<file path="config.mk">
export PLATFORM = sky130hd
export DESIGN_NAME = ffra_cell
export DESIGN_NICKNAME = d
export VERILOG_FILES = /design/src/hdl/ffra_pkg.sv /design/src/hdl/ffra_cell.sv
export SDC_FILE = /design/constraint.sdc
export NUM_CORES = 1
export LEC_CHECK = 0
export ABC_AREA = 1
export BUFFER_PORTS_ARGS = -buffer_cell sky130_fd_sc_hd__buf_2
export CORE_AREA = 5 5 230 232
export CTS_BUF_LIST = sky130_fd_sc_hd__clkbuf_4 sky130_fd_sc_hd__clkbuf_8
export DETAILED_ROUTE_END_ITERATION = 12
export DIE_AREA = 0 0 235 237
export PLACE_DENSITY = 0.58
export SETUP_SLACK_MARGIN = 0.05
export SYNTH_ARGS = -nofsm -noshare
export SYNTH_HDL_FRONTEND = slang
export SYNTH_SLANG_ARGS = --single-unit
</file>
<file path="constraint.sdc">
create_clock -name clk -period 9.65 [get_ports clk]
set_input_delay 1.93 -clock clk [delete_from_list [all_inputs] [get_ports clk]]
set_output_delay 1.93 -clock clk [all_outputs]
set_load 0.005 [all_outputs]
</file>
<file path="src/hdl/ffra_pkg.sv">
// ----------------------------------------------------------------------------
// ffra_pkg: shared types and constants of the region allocator
// Beat structs, status codes, pool geometry and the per-cell record.
// ----------------------------------------------------------------------------
package ffra_pkg;

	localparam int MAX_REGIONS = 64;
	localparam int IDX_W = $clog2(MAX_REGIONS);
	localparam int CNT_W = IDX_W + 1;
	localparam logic [31:0] POOL_BYTES = 32'd268435456;

	localparam logic [1:0] ST_OK    = 2'd0;
	localparam logic [1:0] ST_NOFIT = 2'd1;
	localparam logic [1:0] ST_FULL  = 2'd2;

	localparam logic CMD_ALLOC = 1'b0;
	localparam logic CMD_FREE  = 1'b1;

	typedef struct packed {
		logic        command;
		logic [31:0] length;
		logic [31:0] alignment;
		logic [31:0] start_offset;
	} req_t;

	typedef struct packed {
		logic [1:0]  status;
		logic [31:0] granted_offset;
	} rsp_t;

	typedef struct packed {
		logic [31:0] rstart;
		logic [31:0] rsize;
	} region_t;

	// Broadcast request, already decoded, seen by every cell.
	typedef struct packed {
		logic        is_free;
		logic [31:0] len;
		logic [32:0] mask;
		logic [31:0] off;
	} bcast_t;

	// Per-cell report of what it sees.
	typedef struct packed {
		logic        fits;
		logic        gap;
		logic        tail;
		logic        below;
		logic        ends_at;
		logic        starts_at;
		logic [31:0] al;
		logic [32:0] aend;
		logic [32:0] rend;
	} cell_rpt_t;

	// Update command broadcast back to the cells.
	typedef struct packed {
		logic            en;
		logic [1:0]      op;
		logic [IDX_W-1:0] at;
		region_t         newv;
		region_t         newv2;
	} upd_t;

	localparam logic [1:0] OP_WRITE  = 2'd0; // rewrite slot at
	localparam logic [1:0] OP_OPEN   = 2'd1; // shift up into at+1.., write at
	localparam logic [1:0] OP_CLOSE  = 2'd2; // shift down into at+1.., write at
	localparam logic [1:0] OP_SPLIT  = 2'd3; // write at, open at+1 with newv2

	function automatic logic [32:0] align_mask(input logic [31:0] a);
		logic [32:0] m;
		m = 33'd0;
		for (int b = 0; b < 32; b++) begin
			if (a > (32'd1 << b)) m[b] = 1'b1;
		end
		return m;
	endfunction

endpackage

</file>
<file path="src/hdl/ffra_cell.sv">
// ----------------------------------------------------------------------------
// ffra_cell: one region slot of the chain
// Holds one region, evaluates the request against it, shifts with neighbors.
// ----------------------------------------------------------------------------
module ffra_cell (
	input  logic                     clk,
	input  logic [ffra_pkg::IDX_W-1:0] my_idx,
	input  logic                     init_we,
	input  ffra_pkg::region_t        init_v,
	input  ffra_pkg::bcast_t         bc,
	input  ffra_pkg::upd_t           upd,
	input  ffra_pkg::region_t        lower,
	input  ffra_pkg::region_t        upper,
	output ffra_pkg::region_t        cur,
	output ffra_pkg::cell_rpt_t      rpt
);
	ffra_pkg::region_t r_q;
	logic [32:0] al33;

	assign cur = r_q;

	always_comb begin
		rpt.rend = {1'b0, r_q.rstart} + {1'b0, r_q.rsize};
		al33 = ({1'b0, r_q.rstart} + bc.mask) & ~bc.mask;
		rpt.al = al33[31:0];
		rpt.aend = al33 + {1'b0, bc.len};
		rpt.fits = rpt.aend <= rpt.rend;
		rpt.gap = al33 > {1'b0, r_q.rstart};
		rpt.tail = rpt.aend < rpt.rend;
		rpt.below = r_q.rstart < bc.off;
		rpt.ends_at = rpt.rend == {1'b0, bc.off};
		rpt.starts_at = ({1'b0, bc.off} + {1'b0, bc.len}) == {1'b0, r_q.rstart};
	end

	always_ff @(posedge clk) begin
		if (init_we) begin
			r_q <= init_v;
		end else if (upd.en) begin
			case (upd.op)
				ffra_pkg::OP_WRITE: if (my_idx == upd.at) r_q <= upd.newv;
				ffra_pkg::OP_OPEN: begin
					if (my_idx == upd.at) r_q <= upd.newv;
					else if (my_idx > upd.at) r_q <= lower;
				end
				ffra_pkg::OP_CLOSE: begin
					if (my_idx == upd.at) r_q <= upd.newv;
					else if (my_idx > upd.at) r_q <= upper;
				end
				ffra_pkg::OP_SPLIT: begin
					if (my_idx == upd.at) r_q <= upd.newv;
					else if (my_idx == upd.at + 1'b1) r_q <= upd.newv2;
					else if (my_idx > upd.at) r_q <= lower;
				end
				default: r_q <= r_q;
			endcase
		end
	end
endmodule

</file>
-- Word-level counts from Yosys, hierarchy flattened
Index checks and enable logic that the tools add are counted.
- bits in registers: 64
- input bits: 435
- output and inout bits: 168
- $add $sub $neg: 5
- magnitude comparators: 5
- equal/unequal tests: 9
- muxes and demuxes: 10
- bitwise operators: 2
- reduce and logical (&&, ||, !) cells: 3
- operator list (cell ; number):
    two-way mux 64 bit ; 9
    one-hot mux 64 bit (4 select lines) ; 1
    adder 32 x 32 -> 33 bit ; 2
    equality test 33 x 32 -> 1 bit ; 2
    adder 32 x 33 -> 33 bit ; 1
    adder 33 x 32 -> 33 bit ; 1
    bitwise AND 33 bit ; 1
    > comparator 33 x 32 -> 1 bit ; 1
    <= comparator 33 bit ; 1
    less-than comparator 33 bit ; 1
    NOT 33 bit ; 1
    less-than comparator 32 bit ; 1
    equality test 6 bit ; 2
    adder 6 x 1 -> 6 bit (second input constant) ; 1
    > comparator 6 bit ; 1
    equality test 2 bit (second input constant) ; 2
    inequality test 4 bit (second input constant) ; 1
    inequality test 3 bit (second input constant) ; 1
    AND reduction 3 bit ; 1
    equality test 2 x 1 -> 1 bit (second input constant) ; 1
    logical NOT 2 bit ; 1
    nonzero test 2 bit ; 1

-- Depth between registers and ports, before layout
Gate-level depths: netlist (run 1).
- depth in word-level cells: 7
- gate-level depth with buffers: 36
- mapped depth without buffers: 36

-- Least setup slack after synthesis (run 1)
Ideal clock, no wire load.
- kind: input -> output
- start: in bc[50] in the netlist's numbering
- end: out rpt[103] in the netlist's numbering
- arrival time: 5.800 ns
- data required time: 7.720 ns
- slack: 1.920 ns
- cell stages on the path: 26
- cells stage by stage: ha_1 -> nand2_1 -> inv_1 -> nand2_1 -> nor2_1 -> nand3_2 -> nand3_2 -> nand2_1 -> nand2_1 -> a21oi_1 -> or2_2 -> a21oi_1 -> ha_1 -> a21oi_1 -> o21ai_0 -> inv_1 -> nor2_1 -> a2111oi_0 -> nand3_1 -> nand2_1 -> nand2_1 -> ha_1 -> nand2_1 -> nor3b_1 -> nand4_1 -> o31ai_1
- RTL lines (element ; RTL line ; RTL):
    start, declared ; ffra_cell.sv:10 ; input ffra_pkg::bcast_t bc,
    end, declared ; ffra_cell.sv:15 ; output ffra_pkg::cell_rpt_t rpt

==> run metrics, run 1 <==
status finished clean; clock sink count 64; CTS-repair resized insts 0; CP max stage delay ~0.39 ns; maximum clock path buffer count 2; Boundary Pins 603; initial antenna violation count between 40 and 50; Fmax achieved approximately 110 MHz; Synth cell types 59; Sequential Power Share between 10 and 15%; DRC 0; Clock Power Share 8.0%; total track usage 32.80%; Overall Power between 2 and 3 mW; total number of H-tree levels 3; synthesized area approximately 18000 sq um; ANT nets after route 0; Worst path top cell family by delay compound AO/OA/AOI/OAI gates; cell taking the most area after synthesis nand2_1; P&R area growth vs syn 22.54%; final worst-path cycle share a little over nine tenths; slowest CP cell ha_1; P_sw between 1.5 and 2 mW; Max rail drop VDD 0.05320 mV; die area 55700 sq um; Site Rows 83; max reg flops 64; clock root buffer clkbuf_8; Hold Vio Cnt, Final 0; Routability Congestion 0.9899; GRT overflow 0; port buffer count about 600; Max transition margin 35.17%; syn_area_per_cell 5.907 sq um; Synth area leaders nand2_1 (18%), ha_1 (14%), edfxtp_1 (11%), inv_1 (8.9%), a21oi_1 (7.3%); largest net degree at the start of global routing 82; clock slew at reported path FFs approximately 0.070 ns; vias in the first global route ~22k; post-synth top area share about 18%; Worst Tran Pin Value around 0.97 ns; ys async rst share 0%; CTS tree built; Die Width ~240 um; critical path required time 7.72 ns; final setup violating endpoints 0; Internal 1.312 mW; setup_tns 0 ns; Starting Density a little over a third; number of flops mapped to enable cells by yosys 64; RSZ-0062 raised after global routing no; power per cell area 134.5 nW/um^2; first-pass GRT wire length ~140000 um; Clk Latency, worst-skew pair slightly below 0.4 ns; Clock Skew 0 ns; vias per inst between 5 and 6; Critical Path End Type primary output; Hold Buf Count CTS 0; Placeable Area between 50000 and 60000 sq um; Critical Path Start Type primary input; first drt pass iteration count 8; CP Max Fanout 6; DIE HEIGHT 237 um; ys flop type edfxtp_1; synthesized flop and latch total 64; Lkg Pwr 12.35 nW; max-slew violations 0; max_cap viols 0; CP Class in -> out; syn nets about 3.7k; Final min period a little over 9 ns; Final nets about 4.3k; total CTS buffers 9; Sw Share a little under three fifths; Syn Inst Count around 3.1k; sequential area share after synthesis roughly a tenth; worst min path class reg -> reg; Synth Warn # 0; Avg WL per Cell roughly 22 um; power share of the combinational group 77.8%; layout cell share with drive strength beyond 1 a little over a fifth; Setup Buffers After CTS 0; vias about 23k; HPWL Detailed between 80000 and 90000 um; initial DRC count about 2k; WP buf/inv 5; most frequent CP cell nand2_1; Critical Path AT 7.16 ns; DRT Wirelength 97180 um
[cells in the mapped netlist, drive strengths merged, types with 7 or more instances]
| cell | instances |
|---|---|
| a31oi | 10 |
| inv | 445 |
| mux2 | 36 |
| xnor3 | 8 |
| edfxtp | 64 |
| nor2 | 260 |
| nand4 | 102 |
| nor3 | 32 |
| a22o | 28 |
| nor4 | 8 |
| buf | 21 |
| a21oi | 273 |
| nand3b | 11 |
| nand3 | 185 |
| o21bai | 16 |
| clkbuf | 71 |
| o211ai | 7 |
| xnor2 | 24 |
| nand2 | 886 |
| xor2 | 81 |
| ha | 207 |
| o21a | 18 |
| o21ai | 220 |
| a21o | 15 |
[power groups by stage]
stage / combinational, mW / clock (mW) / sequential (mW)
after floorplan: 1.42 / 0 / 0.398
after global placement: 2.28 / 0 / 0.429
after detailed placement: 2.29 / 0 / 0.429
after CTS: 2.30 / 0.245 / 0.423
after global routing: 2.56 / 0.253 / 0.426
final: 2.32 / 0.240 / 0.424
[worst min-delay path, cell delays in order, from the launching register on]
cell and delay (ns):
edfxtp_1 0.37, mux2_2 0.17, o21ai_0 0.07, nand4_1 0.09, nand2_1 0.06, nand2_1 0.05
[layer usage]
metal / vias up / share of wire [%] / track usage (%)
met1: 10590 / 42 / 41.71
met2: 1054 / 46 / 54.94
met5: - / 0.16 / 0
met4: 26 / 4.7 / 14.56
met3: 190 / 7.1 / 5.195
li1: 11390 / - / -
[through the flow]
step	instance area [sq um]	std cells	util [%]	setup WS, ns	hold slack [ns]
floorplan	18130	3070	-	1.920	0.8453
global placement	21960	4298	43.25	0.5877	0.8863
detailed placement	21960	4298	43.25	0.5083	0.8825
CTS	22150	4314	43.61	0.5007	0.9020
global route	22210	4339	43.73	0.1018	0.9796
finish	22220	4344	43.76	0.5634	0.8978
[path summary, 6_finish.rpt]
path	startpoint	to	slack (ns)	cells after the start
min	cur[35]	cur[35]	0.90	5
max reg2reg	cur[60]	cur[60]	7.57	7
min reg2reg	cur[35]	cur[35]	0.90	5
max	bc[50]	rpt[103]	0.56	28
[cell families (layout without fill, tap and decap cells)]
group                      after synthesis  after routing  share of synthesized area (%)
adders and majority gates              211            211                          14.72
muxes                                   37             37                          2.291
DFF                                     64             64                          10.60
buffers and inverters                  537           1101                          11.25
other                                    0             30                              0
and+or+nand+nor                       1494           1494                          35.95
AOI/OAI and AO/OA                      614            614                          19.13
xor gates and xnor gates               113            113                          6.065
[layout by cell type (no fill, tap or decap), types with 40 or more instances in the layout]
| cell type | count |
|---|---|
| edfxtp_1 | 64 |
| nand4_1 | 95 |
| buf_4 | 40 |
| ha_1 | 207 |
| nand2_1 | 859 |
| buf_2 | 600 |
| xor2_1 | 81 |
| a21oi_1 | 266 |
| o21ai_0 | 207 |
| inv_1 | 431 |
| nor2_1 | 243 |
| nand3_1 | 171 |
[final cells by class]
| class | instances | area [sq um] |
|---|---|---|
| flip-flops and latches | 64 | 1922 |
| well taps | 680 | 850.8 |
| clock buffers | 10 | 131.4 |
| repair buffers | 640 | 3303 |
| multi-input cells | 2469 | 14220 |
| diodes | 30 | 75.07 |
| fillers | 5861 | 28560 |
| clock inverters | 6 | 50.05 |
| inverters | 445 | 1670 |
(Power assumes the default switching activity.)
==> run 2, diff against run 1 <==
--- a/config.mk
+++ b/config.mk
@@ -7,11 +7,15 @@
 export LEC_CHECK = 0
 export ABC_AREA = 1
 export BUFFER_PORTS_ARGS = -buffer_cell sky130_fd_sc_hd__buf_2
-export CORE_AREA = 5 5 230 232
+export CELL_PAD_IN_SITES_DETAIL_PLACEMENT = 0
+export CELL_PAD_IN_SITES_GLOBAL_PLACEMENT = 1
+export CORE_ASPECT_RATIO = 0.7
+export CORE_MARGIN = 5
+export CORE_UTILIZATION = 38
 export CTS_BUF_LIST = sky130_fd_sc_hd__clkbuf_4 sky130_fd_sc_hd__clkbuf_8
 export DETAILED_ROUTE_END_ITERATION = 12
-export DIE_AREA = 0 0 235 237
-export PLACE_DENSITY = 0.58
+export GPL_TIMING_DRIVEN = 0
+export PLACE_DENSITY = 0.87
 export SETUP_SLACK_MARGIN = 0.05
 export SYNTH_ARGS = -nofsm -noshare
 export SYNTH_HDL_FRONTEND = slang
==> run 2 against run 1 <==
Compared with the run above: design area rose by 0.35%; sequential power rose by 11%; total power rose by 2.8%; global-route usage rose by 3.6 points; core utilization rose by 3.2 points; hold slack improved by 0.069 ns; highest routed layer unchanged; flip-flop and latch count did not move; largest cell class unchanged; die area fell by 6.2%; via count rose by 3.9%.
==> run metrics, run 2 (synthesis results as in run 1) <==
Critical Path AT 7.29 ns (+0.13 ns); Final min period 9.216 ns (+0.1293 ns); CP Class in -> out; total track usage 36.42% (+3.6 points); clock sink count 64 (unchanged); vias 24.16k (+3.9%); Clk Latency, worst-skew pair 0.39 ns (about the same); Die Width 271.1 um (+15%); clock root buffer clkbuf_8; initial DRC count 2826 (+39%); power per cell area 137.9 nW/um^2 (+2.5%); largest net degree at the start of global routing 32 (-61%); Reg area 1922 sq um (unchanged); CP Max Fanout 5 (-1); slowest CP cell fa_1; Overall Power 3.074 mW (+2.8%); total CTS buffers 9 (unchanged); final worst-path cycle share 95.50% (+1.3 points); maximum clock path buffer count 2 (unchanged); final instance area 22300 sq um (+0.35%); P_sw 1.737 mW (+3.6%); Boundary Pins 603 (unchanged); commonest non-fill, non-tap cell in the layout nand2_1; DRT Wirelength 101400 um (+4.3%); most frequent CP cell nand2_1; power share of the combinational group 75.4% (-2.4 points); GRT met2 Usage 59.94% (+5.0 points); Post-Layout Cell Count 4336 (-0.18%); total number of H-tree levels 3 (unchanged); Critical Path Start Type primary input; area of the multi-input gates 14220 sq um (about the same); critical path required time 7.72 ns (about the same); vias in the first global route 22.11k (-1.0%); Clock Skew 0 ns (unchanged); gr busiest metal met2; initial antenna violation count 34 (-24%); setup_tns 0 ns (unchanged); first drt pass iteration count 6 (-2); Internal 1.337 mW (+1.9%); cell count of the worst hold path 5 (unchanged); Critical Path End Type primary output; Placeable Area 47530 sq um (-6.4%); R2R depth 7 (unchanged); Max rail drop VDD 0.05996 mV (+13%); Sequential Power Share 15.3% (+1.1 points); RSZ-0062 raised after global routing no; Final nets 4329 (+1.3%); ANT nets after route 0 (unchanged); die area 52260 sq um (-6.2%); P&R area growth vs syn 22.96%; first-pass GRT wire length 142500 um (+2.2%); GRT overflow 0 (unchanged); vias per inst 5.572 (+4.1%); Sw Share 56.52% (+0.41 points); Max transition margin 25.36% (-9.8 points); Fmax achieved 108.5 MHz (-1.4%); Site Rows 67 (-19%); max-slew violations 0 (unchanged); HPWL Detailed 87660 um (+6.7%); CTS tree built; port buffer count 600 (-0.17%); fill count 5266 (-10%); GRT met1 Usage 48.10% (+6.4 points); Post-Place Cell Area 21960 sq um (about the same); Starting Density 38.15% (+2.4 points); DRC 0 (unchanged); worst min path class reg -> reg; Clock Power Share 9.3% (+1.3 points); Hold Vio Cnt, Final 0 (unchanged); clock slew at reported path FFs 0.08 ns (about the same); layout cell share with drive strength beyond 1 20.77% (-0.91 points); max_cap viols 0 (unchanged); Routability Congestion 1.044 (+5.5%); Worst Tran Pin Value 1.115 ns (+0.1454 ns); max reg flops 64 (unchanged); CP max stage delay 0.50 ns (+0.11 ns); Lkg Pwr 12.33 nW (-0.13%); Inst Count DP 4293 (-0.12%); most frequent cells in the layout nand2_1 (862), buf_2 (610), inv_1 (432), a21oi_1 (263), nor2_1 (244); Avg WL per Cell 23.39 um (+4.5%); final setup violating endpoints 0 (unchanged); Setup Buffers After CTS 0 (unchanged); DIE HEIGHT 192.8 um (-19%); grt met3 use 7.171% (+2.0 points); status finished clean
-- run 2: cell types whose count changed in the layout (fill, tap and decap cells not counted), sizes merged --
| cell | before | now |
|---|---|---|
| clkinv | 5 | 2 |
| clkbuf | 10 | 80 |
| bufinv | 1 | 2 |
| inv | 445 | 447 |
| diode | 30 | 27 |
| buf | 640 | 623 |
| clkinvlp | 0 | 1 |
-- run 2: cell type report --
type,count,share of cell area [%]
multi-input combinational,2469,63.78
timing repair buffer,602,13.65
sequential,64,8.619
inverter,445,7.491
tap,621,3.485
buffer,92,1.655
clock buffer,9,0.5555
clock inverter,7,0.4601
antenna,27,0.3030
-- run 2: timing repair --
action / CTS / global route
hold buffers: 0 / 0
setup endpoints to repair: 0 / 2
endpoints found under the hold margin: 0 / 0
resized for setup: 0 / 10
-- run 2: final timing paths --
kind	startpoint	end	slack [ns]
worst max register to register	cur[60]	cur[60]	7.39
worst min register to register	cur[25]	cur[25]	0.97
worst min-delay path	cur[25]	cur[25]	0.97
worst max-delay path	bc[32]	rpt[103]	0.43
-- run 2: layer usage --
layer	up-vias	routed length [um]
met4	18	3691
met5	-	96
met2	1358	45250
li1	11510	-
met3	211	10390
met1	11060	41980
-- run 2: per-stage QoR --
stage,setup WS [ns],hold slack (ns),utilization [%]
2_1_floorplan,1.920,0.8453,-
3_3_place_gp,0.1701,0.9164,46.10
3_5_place_dp,0.1784,0.9250,46.20
4_1_cts,0.1522,0.9520,46.68
5_1_grt,0.04381,1.014,46.84
6_report,0.4341,0.9672,46.91
-- run 2: worst max-delay path: cells and delay by family --
kind / cells / cell delay [ns]
adders and majority gates: 3 / 1.21
buffers and inverters: 3 / 0.42
and+or+nand+nor: 15 / 2.13
AOI/OAI and AO/OA: 7 / 1.59
-- run 2: power by group through the flow --
stage | clock [mW] | combinational (mW) | sequential (mW)
floorplan | 0 | 1.42 | 0.398
global placement | 0 | 2.24 | 0.473
detailed placement | 0 | 2.25 | 0.468
CTS | 0.287 | 2.26 | 0.463
global route | 0.299 | 2.55 | 0.466
finish | 0.287 | 2.32 | 0.469
